`src/rtl/s3tc_pkg.sv`:
```
// Shared types, register codes and palette arithmetic for the S3TC block decoder.
// Used by s3tc_block_decoder; depends on nothing else.
package s3tc_pkg;

  localparam int MAX_IMAGE_SIZE = 4096;
  localparam int SIZE_W         = 13;
  localparam int COL_W          = 10;
  localparam int BCNT_W         = 11;
  localparam int COORD_W        = 12;

  localparam logic [1:0] FMT_DXT1 = 2'd0;
  localparam logic [1:0] FMT_DXT3 = 2'd1;

  localparam logic [1:0] CFG_FORMAT = 2'd0;
  localparam logic [1:0] CFG_WIDTH  = 2'd1;
  localparam logic [1:0] CFG_HEIGHT = 2'd2;

  typedef logic [3:0][7:0] chan4_t;
  typedef logic [7:0][7:0] atab_t;

  // Floor of v * 255 / 31, written as 8v plus floor(7v / 31).
  function automatic logic [7:0] exp5(input logic [4:0] v);
    logic [2:0] t;
    t = 3'(v >= 5'd5) + 3'(v >= 5'd9) + 3'(v >= 5'd14) + 3'(v >= 5'd18)
      + 3'(v >= 5'd23) + 3'(v >= 5'd27) + 3'(v >= 5'd31);
    return {v, 3'b000} + {5'd0, t};
  endfunction

  // Floor of v * 255 / 63, written as 4v plus floor(v / 21).
  function automatic logic [7:0] exp6(input logic [5:0] v);
    logic [1:0] t;
    t = 2'(v >= 6'd21) + 2'(v >= 6'd42) + 2'(v >= 6'd63);
    return {v, 2'b00} + {6'd0, t};
  endfunction

  // Floor division by 3 of values up to 765.
  function automatic logic [7:0] div3(input logic [9:0] x);
    logic [19:0] p;
    p = 20'(x) * 20'd683;
    return p[18:11];
  endfunction

  // Floor division by 7 of values up to 1785.
  function automatic logic [7:0] div7(input logic [10:0] x);
    logic [22:0] p;
    p = 23'(x) * 23'd2341;
    return p[21:14];
  endfunction

  // Floor division by 5 of values up to 1275.
  function automatic logic [7:0] div5(input logic [10:0] x);
    logic [22:0] p;
    p = 23'(x) * 23'd3277;
    return p[21:14];
  endfunction

  function automatic atab_t alpha_table(input logic [7:0] a0, input logic [7:0] a1);
    atab_t      t;
    logic [10:0] s;
    t[0] = a0;
    t[1] = a1;
    if (a0 > a1) begin
      for (int k = 1; k <= 6; k++) begin
        s = 11'(7 - k) * 11'(a0) + 11'(k) * 11'(a1);
        t[k + 1] = div7(s);
      end
    end else begin
      for (int k = 1; k <= 4; k++) begin
        s = 11'(5 - k) * 11'(a0) + 11'(k) * 11'(a1);
        t[k + 1] = div5(s);
      end
      t[6] = 8'd0;
      t[7] = 8'd255;
    end
    return t;
  endfunction

endpackage

```
`src/rtl/s3tc_block_decoder.sv`:
```
// S3TC (DXT1 / DXT3 / DXT5) block decoder: one compressed 4x4 block in, its RGBA8 pixels out.
// Depends on s3tc_pkg for register codes, types and palette arithmetic.

// A block is taken into an input register, its palette is built into the emit register,
// and its visible pixels then leave one per cycle, unless out_tready holds them, in raster
// order through an output register. A block yields all 16 pixels inside the image, fewer
// on the right and bottom edges, and none for a block outside the image, though such a
// block still passes through the emit register and leaves the output idle meanwhile.
// The single pixel output port sets this rate; blocks inside the image follow each
// other without gaps, and a block passes the input, emit and output registers in turn
// before its first pixel appears. Configuration writes are taken at any time but must only be made
// while the decoder is idle.
module s3tc_block_decoder (
  input  logic         clk,
  input  logic         rst_n,
  input  logic         in_tvalid,
  output logic         in_tready,
  input  logic [127:0] in_tdata,   // alpha_word[63:0], color_word[127:64]
  output logic         out_tvalid,
  input  logic         out_tready,
  output logic [55:0]  out_tdata,  // pixel_x, pixel_y, red, green, blue, alpha
  output logic         out_tlast,  // block_end
  output logic         out_tuser,  // image_end
  input  logic         cfg_valid,
  output logic         cfg_ready,
  input  logic [1:0]   cfg_index,
  input  logic [12:0]  cfg_data
);

  logic [1:0]                      fmt_r;
  logic [s3tc_pkg::SIZE_W-1:0]     width_r;
  logic [s3tc_pkg::SIZE_W-1:0]     height_r;
  logic [s3tc_pkg::COL_W-1:0]      col_r;
  logic [s3tc_pkg::COL_W-1:0]      row_r;

  logic                            inq_valid_r;
  logic [63:0]                     inq_aw_r;
  logic [63:0]                     inq_cw_r;

  logic                            em_valid_r;
  logic [1:0]                      em_fmt_r;
  logic                            em_trans_r;
  s3tc_pkg::chan4_t                em_red_r;
  s3tc_pkg::chan4_t                em_grn_r;
  s3tc_pkg::chan4_t                em_blu_r;
  s3tc_pkg::atab_t                 em_atab_r;
  logic [31:0]                     em_idx_r;
  logic [63:0]                     em_aw_r;
  logic [s3tc_pkg::COL_W-1:0]      em_col_r;
  logic [s3tc_pkg::COL_W-1:0]      em_row_r;
  logic [1:0]                      em_cx_last_r;
  logic [1:0]                      em_cy_last_r;
  logic                            em_last_blk_r;
  logic [1:0]                      cx_r;
  logic [1:0]                      cy_r;

  logic                            out_valid_r;
  logic [55:0]                     out_data_r;
  logic                            out_last_r;
  logic                            out_user_r;

  logic [s3tc_pkg::SIZE_W-1:0]     w_clamp;
  logic [s3tc_pkg::SIZE_W-1:0]     h_clamp;
  logic [s3tc_pkg::BCNT_W-1:0]     bcx;
  logic [s3tc_pkg::BCNT_W-1:0]     bcy;
  logic [s3tc_pkg::BCNT_W-1:0]     col_ext;
  logic [s3tc_pkg::BCNT_W-1:0]     row_ext;
  logic                            in_image;
  logic [s3tc_pkg::SIZE_W-1:0]     rem_w;
  logic [s3tc_pkg::SIZE_W-1:0]     rem_h;
  logic [1:0]                      cx_last;
  logic [1:0]                      cy_last;

  logic [15:0]                     c0;
  logic [15:0]                     c1;
  logic                            four_color;
  s3tc_pkg::chan4_t                red_p;
  s3tc_pkg::chan4_t                grn_p;
  s3tc_pkg::chan4_t                blu_p;

  logic                            step;
  logic                            em_done;
  logic                            xfer;
  logic [3:0]                      pix;
  logic [1:0]                      ci;
  logic [3:0]                      nib;
  logic [5:0]                      a5_pos;
  logic [2:0]                      a5_idx;
  logic [7:0]                      alpha;
  logic [s3tc_pkg::COORD_W-1:0]    px;
  logic [s3tc_pkg::COORD_W-1:0]    py;
  logic                            pix_last;

  assign cfg_ready  = 1'b1;
  assign out_tvalid = out_valid_r;
  assign out_tdata  = out_data_r;
  assign out_tlast  = out_last_r;
  assign out_tuser  = out_user_r;

  assign step     = !out_valid_r || out_tready;
  assign pix_last = (cx_r == em_cx_last_r) && (cy_r == em_cy_last_r);
  assign em_done  = em_valid_r && step && pix_last;
  assign xfer     = inq_valid_r && (!em_valid_r || em_done);
  assign in_tready = !inq_valid_r || xfer;

  // Image geometry for the block waiting in the input register.
  always_comb begin
    if (width_r == '0) begin
      w_clamp = s3tc_pkg::SIZE_W'(1);
    end else if (width_r > s3tc_pkg::SIZE_W'(s3tc_pkg::MAX_IMAGE_SIZE)) begin
      w_clamp = s3tc_pkg::SIZE_W'(s3tc_pkg::MAX_IMAGE_SIZE);
    end else begin
      w_clamp = width_r;
    end
    if (height_r == '0) begin
      h_clamp = s3tc_pkg::SIZE_W'(1);
    end else if (height_r > s3tc_pkg::SIZE_W'(s3tc_pkg::MAX_IMAGE_SIZE)) begin
      h_clamp = s3tc_pkg::SIZE_W'(s3tc_pkg::MAX_IMAGE_SIZE);
    end else begin
      h_clamp = height_r;
    end
    bcx      = s3tc_pkg::BCNT_W'(({1'b0, w_clamp} + 14'd3) >> 2);
    bcy      = s3tc_pkg::BCNT_W'(({1'b0, h_clamp} + 14'd3) >> 2);
    col_ext  = s3tc_pkg::BCNT_W'(col_r);
    row_ext  = s3tc_pkg::BCNT_W'(row_r);
    in_image = (col_ext < bcx) && (row_ext < bcy);
    rem_w    = w_clamp - s3tc_pkg::SIZE_W'({col_r, 2'b00});
    rem_h    = h_clamp - s3tc_pkg::SIZE_W'({row_r, 2'b00});
    cx_last  = (rem_w >= s3tc_pkg::SIZE_W'(4)) ? 2'd3 : 2'(rem_w[1:0] - 2'd1);
    cy_last  = (rem_h >= s3tc_pkg::SIZE_W'(4)) ? 2'd3 : 2'(rem_h[1:0] - 2'd1);
  end

  // Color palette of the block waiting in the input register.
  always_comb begin
    c0 = inq_cw_r[15:0];
    c1 = inq_cw_r[31:16];
    four_color = (fmt_r != s3tc_pkg::FMT_DXT1) || (c0 > c1);
    red_p[0] = s3tc_pkg::exp5(c0[15:11]);
    grn_p[0] = s3tc_pkg::exp6(c0[10:5]);
    blu_p[0] = s3tc_pkg::exp5(c0[4:0]);
    red_p[1] = s3tc_pkg::exp5(c1[15:11]);
    grn_p[1] = s3tc_pkg::exp6(c1[10:5]);
    blu_p[1] = s3tc_pkg::exp5(c1[4:0]);
    if (four_color) begin
      red_p[2] = s3tc_pkg::div3({1'b0, red_p[0], 1'b0} + 10'(red_p[1]));
      red_p[3] = s3tc_pkg::div3(10'(red_p[0]) + {1'b0, red_p[1], 1'b0});
      grn_p[2] = s3tc_pkg::div3({1'b0, grn_p[0], 1'b0} + 10'(grn_p[1]));
      grn_p[3] = s3tc_pkg::div3(10'(grn_p[0]) + {1'b0, grn_p[1], 1'b0});
      blu_p[2] = s3tc_pkg::div3({1'b0, blu_p[0], 1'b0} + 10'(blu_p[1]));
      blu_p[3] = s3tc_pkg::div3(10'(blu_p[0]) + {1'b0, blu_p[1], 1'b0});
    end else begin
      red_p[2] = 8'((9'(red_p[0]) + 9'(red_p[1])) >> 1);
      grn_p[2] = 8'((9'(grn_p[0]) + 9'(grn_p[1])) >> 1);
      blu_p[2] = 8'((9'(blu_p[0]) + 9'(blu_p[1])) >> 1);
      red_p[3] = 8'd0;
      grn_p[3] = 8'd0;
      blu_p[3] = 8'd0;
    end
  end

  // Pixel selection inside the block being emitted.
  always_comb begin
    pix    = {cy_r, cx_r};
    ci     = em_idx_r[{pix, 1'b0} +: 2];
    nib    = em_aw_r[{pix, 2'b00} +: 4];
    a5_pos = 6'd16 + 6'({pix, 1'b0}) + 6'(pix);
    a5_idx = em_aw_r[a5_pos +: 3];
    unique case (em_fmt_r)
      s3tc_pkg::FMT_DXT1: alpha = (em_trans_r && (ci == 2'd3)) ? 8'd0 : 8'd255;
      s3tc_pkg::FMT_DXT3: alpha = {nib, nib};
      default:            alpha = em_atab_r[a5_idx];
    endcase
    px = {em_col_r, cx_r};
    py = {em_row_r, cy_r};
  end

  always_ff @(posedge clk) begin
    if (!rst_n) begin
      fmt_r    <= s3tc_pkg::FMT_DXT1;
      width_r  <= s3tc_pkg::SIZE_W'(4);
      height_r <= s3tc_pkg::SIZE_W'(4);
    end else if (cfg_valid) begin
      unique case (cfg_index)
        s3tc_pkg::CFG_FORMAT: fmt_r    <= cfg_data[1:0];
        s3tc_pkg::CFG_WIDTH:  width_r  <= cfg_data;
        s3tc_pkg::CFG_HEIGHT: height_r <= cfg_data;
        default: ;
      endcase
    end
  end

  always_ff @(posedge clk) begin
    if (!rst_n) begin
      inq_valid_r <= 1'b0;
    end else if (in_tready) begin
      inq_valid_r <= in_tvalid;
    end
    if (in_tready && in_tvalid) begin
      inq_aw_r <= in_tdata[63:0];
      inq_cw_r <= in_tdata[127:64];
    end
  end

  always_ff @(posedge clk) begin
    if (!rst_n) begin
      col_r      <= '0;
      row_r      <= '0;
      em_valid_r <= 1'b0;
      cx_r       <= 2'd0;
      cy_r       <= 2'd0;
    end else begin
      if (xfer) begin
        em_valid_r <= in_image;
        cx_r       <= 2'd0;
        cy_r       <= 2'd0;
        if (col_ext + s3tc_pkg::BCNT_W'(1) >= bcx) begin
          col_r <= '0;
          row_r <= (row_ext + s3tc_pkg::BCNT_W'(1) >= bcy) ? '0 : row_r + 1'b1;
        end else begin
          col_r <= col_r + 1'b1;
        end
      end else if (em_done) begin
        em_valid_r <= 1'b0;
      end else if (em_valid_r && step) begin
        if (cx_r == em_cx_last_r) begin
          cx_r <= 2'd0;
          cy_r <= cy_r + 2'd1;
        end else begin
          cx_r <= cx_r + 2'd1;
        end
      end
    end
    if (xfer) begin
      em_fmt_r      <= fmt_r;
      em_trans_r    <= !four_color;
      em_red_r      <= red_p;
      em_grn_r      <= grn_p;
      em_blu_r      <= blu_p;
      em_atab_r     <= s3tc_pkg::alpha_table(inq_aw_r[7:0], inq_aw_r[15:8]);
      em_idx_r      <= inq_cw_r[63:32];
      em_aw_r       <= inq_aw_r;
      em_col_r      <= col_r;
      em_row_r      <= row_r;
      em_cx_last_r  <= cx_last;
      em_cy_last_r  <= cy_last;
      em_last_blk_r <= (col_ext == bcx - s3tc_pkg::BCNT_W'(1)) &&
                       (row_ext == bcy - s3tc_pkg::BCNT_W'(1));
    end
  end

  always_ff @(posedge clk) begin
    if (!rst_n) begin
      out_valid_r <= 1'b0;
    end else if (step) begin
      out_valid_r <= em_valid_r;
    end
    if (step && em_valid_r) begin
      out_data_r <= {alpha, em_blu_r[ci], em_grn_r[ci], em_red_r[ci], py, px};
      out_last_r <= pix_last;
      out_user_r <= pix_last && em_last_blk_r;
    end
  end

endmodule
```
`config.mk`:
```
export PLATFORM = sky130hd
export DESIGN_NAME = s3tc_block_decoder
export DESIGN_NICKNAME = d
export VERILOG_FILES = /design/src/rtl/s3tc_pkg.sv /design/src/rtl/s3tc_block_decoder.sv
export SDC_FILE = /design/constraint.sdc
export NUM_CORES = 2
export LEC_CHECK = 0
export BUFFER_PORTS_ARGS = -buffer_cell sky130_fd_sc_hd__buf_2
export CAP_MARGIN = 20
export CORE_MARGIN = 5
export CORE_UTILIZATION = 50
export CTS_CLUSTER_DIAMETER = 200
export CTS_CLUSTER_SIZE = 12
export DETAILED_ROUTE_END_ITERATION = 7
export PLACE_DENSITY_LB_ADDON = 0.12
export SYNTH_ARGS = -nofsm -noshare
export SYNTH_HDL_FRONTEND = slang
export SYNTH_SLANG_ARGS = --single-unit
```
`constraint.sdc`:
```
create_clock -name clk -period 18.6 [get_ports clk]
set_clock_uncertainty 0.1 [all_clocks]
set_input_delay 0.93 -clock clk [delete_from_list [all_inputs] [get_ports clk]]
set_output_delay 0.93 -clock clk [all_outputs]
set_load 0.1 [all_outputs]
```
==> reports/results.tsv <==
metric	value	unit
cp-end-kind	flop	
critPathBufInv	6	
slew_violations	0	
cts_resized	0	
yosys.area_share.adder	40.68	%
grt_max_degree	73	
clock-sinks	509	
layout_commonest_cell	ha_1	
final-setup-viol-count	0	
grt_pass1_vias	38860	
final_cell_mix	ha_1, inv_1, edfxtp_1, fa_1, xnor2_1	
critical_path_class	reg -> reg	
hold_viol	0	
worstPathArrival	10090	ps
grt_pass1_wl	216.9	mm
drtIter0Drc	2451	
die_y	347.6	um
required	18820	ps
cts_setup_buffers	0	
vias	38420	
gp_congestion	0.8802	
row_count	123	
slew_headroom	34.75	%
synth-simple-area-share	7.104	%
yosysTopAreaCell	ha_1	
fin_crit	9864	ps
drv_cap	0	
rsz0062_at_grt	false	
cts_root_buf	clkbuf_16	
wl	136.8	mm
ant_nets	0	
cp_common_cell	fa_1	
status	complete, no violations	
num_io_pins	209	
ys_types	84	
grt_overflow	0	
synth-async-reset-ratio	0	%
synth_top_family_by_area	adder cells	
coreArea	112800	sq um
layout-drive-gt1-share	7.832	%
cts_max_level	2	
clock.fmax	101.4	MHz
clkSlewWorstSetupHoldPaths	70	ps
synth_xor_area_share	5.431	%
die_x	347.6	um
synth_edf_count	454	
fin_setup_tns	0	ps
start_util	50.52	%
port_buffers	207	
nets	7204	
reg2reg_from	inq_cw_r[16]	
synth_flop_cell	edfxtp_1	
synthTopCellsByArea	ha_1, edfxtp_1, fa_1	
place_hpwl	110.2	mm
synth_compound_area_share	8.962	%
track_usage	22.57	%
cpPeakStageDelay	590	ps
synthCells	5222	
syn_area_per_cell	10.91	sq um
vias_per_cell	5.512	
synth-seq-area-share	25.85	%
crit_family	adder cells	
drc	0	
numCtsBuffers	48	
detail_route.wl_per_cell	19.63	um
first_pass_iters	5	
path_max_fanout	9	
dieArea	120800	sq um
slowest_stage	or4_1	
ctsHoldBuffers	0	
min_period_over_period	53.03	%
hold_path_class	reg -> reg	
area_delta_synth_final	7.372	%
yosysWarnings	0	
synth_top_area_share	26.98	%
synth.area.mux_share	5.159	%
syn_area	56990	sq um
synth_seq_cells	509	
syn_nets	6989	
worst_setup_path_start_kind	flop	
cts_buffer_depth	3	
hp-start	inq_aw_r[24]	
clk_latency	630	ps
worst_pin_slew	978.7	ps
cts_tree	built	
crit_start	inq_cw_r[16]	
antenna_found_initial	10	
==> cells by family (layout without fill, tap and decap cells) <==
| group | after synthesis | in the layout |
|---|---|---|
| and+or+nand+nor | 805 | 805 |
| adders and majority gates | 1619 | 1619 |
| other | 1 | 5 |
| buffers and inverters | 1000 | 1243 |
| muxes | 159 | 159 |
| DFF | 509 | 509 |
| xor gates and xnor gates | 347 | 347 |
| AOI/OAI and AO/OA | 782 | 782 |
==> cell usage after synthesis (10+ instances only) <==
master     instances
inv_1            921
o21a_1            34
or3_1             41
a31oi_1           23
o211a_1           11
fa_1             390
and2_1            21
o21bai_1          61
ha_1            1229
a21boi_0          42
nor4_1            14
and3_1            18
a21oi_1          228
mux2i_1           53
nand2_1          191
nor2_1           163
mux4_2           100
clkbuf_1          37
nand3_1           86
xor2_1            88
or2_2             12
a22o_1            10
buf_2             17
nand4_1           32
nor3_1            77
xnor2_1          254
buf_6             10
edfxtp_1         454
nor2b_1           61
nand3b_1          12
a2111oi_0         11
o31ai_1           33
nand2b_1          38
a21o_1            71
o21ai_0          134
o211ai_1          17
dfxtp_1           55
a211oi_1          19
==> registers in the layout, summed over array words and instances (netlist names), 10 cells and up <==
name       flops
col_r         10
em_atab_r     62
em_aw_r       50
em_blu_r      32
em_col_r      10
em_grn_r      32
em_idx_r      32
em_red_r      32
em_row_r      10
height_r      13
inq_aw_r      64
inq_cw_r      64
out_tdata     56
row_r         10
width_r       13
==> per-layer routing <==
layer	routed length, um	track usage, %	vias up
met3	9119	4.088	164
met4	3050	4.625	12
li1	-	-	18760
met1	64450	33.03	18560
met5	78	0	-
met2	60110	35.40	924
==> layout make-up <==
class,instances,area (sq um)
well taps,1500,1877
clock inverters,3,55.05
inverters,921,3457
repair buffers,244,1314
fillers,9912,51610
multi-input cells,3713,38420
flip-flops and latches,509,14740
clock buffers,75,1324
diodes,4,10.01
==> per-stage QoR <==
| step | hold WS, ps | worst slack [ps] | util, % | std cells | cell area, sq um |
|---|---|---|---|---|---|
| final | 311.1 | 8736 | 54.25 | 6969 | 61190 |
| after global routing | 322.5 | 7959 | 54.24 | 6965 | 61180 |
| after floorplan | 300.3 | 9536 | - | 5222 | 56990 |
| after CTS | 311.8 | 8705 | 54.24 | 6965 | 61180 |
| after global placement | 301.1 | 8919 | 53.02 | 6887 | 59800 |
| after detailed placement | 304.5 | 8728 | 53.02 | 6887 | 59800 |
==> final timing paths <==
check,endpoint,slack [ps],cells past startpoint
hold reg to reg,em_aw_r[24],310,0
setup / recovery,em_blu_r[23],8740,33
setup reg to reg,em_blu_r[23],8740,33
hold / removal,em_aw_r[24],310,0
Power is not shown: default switching activity piles up to over one toggle a cycle in this logic, so the estimate is an artifact.
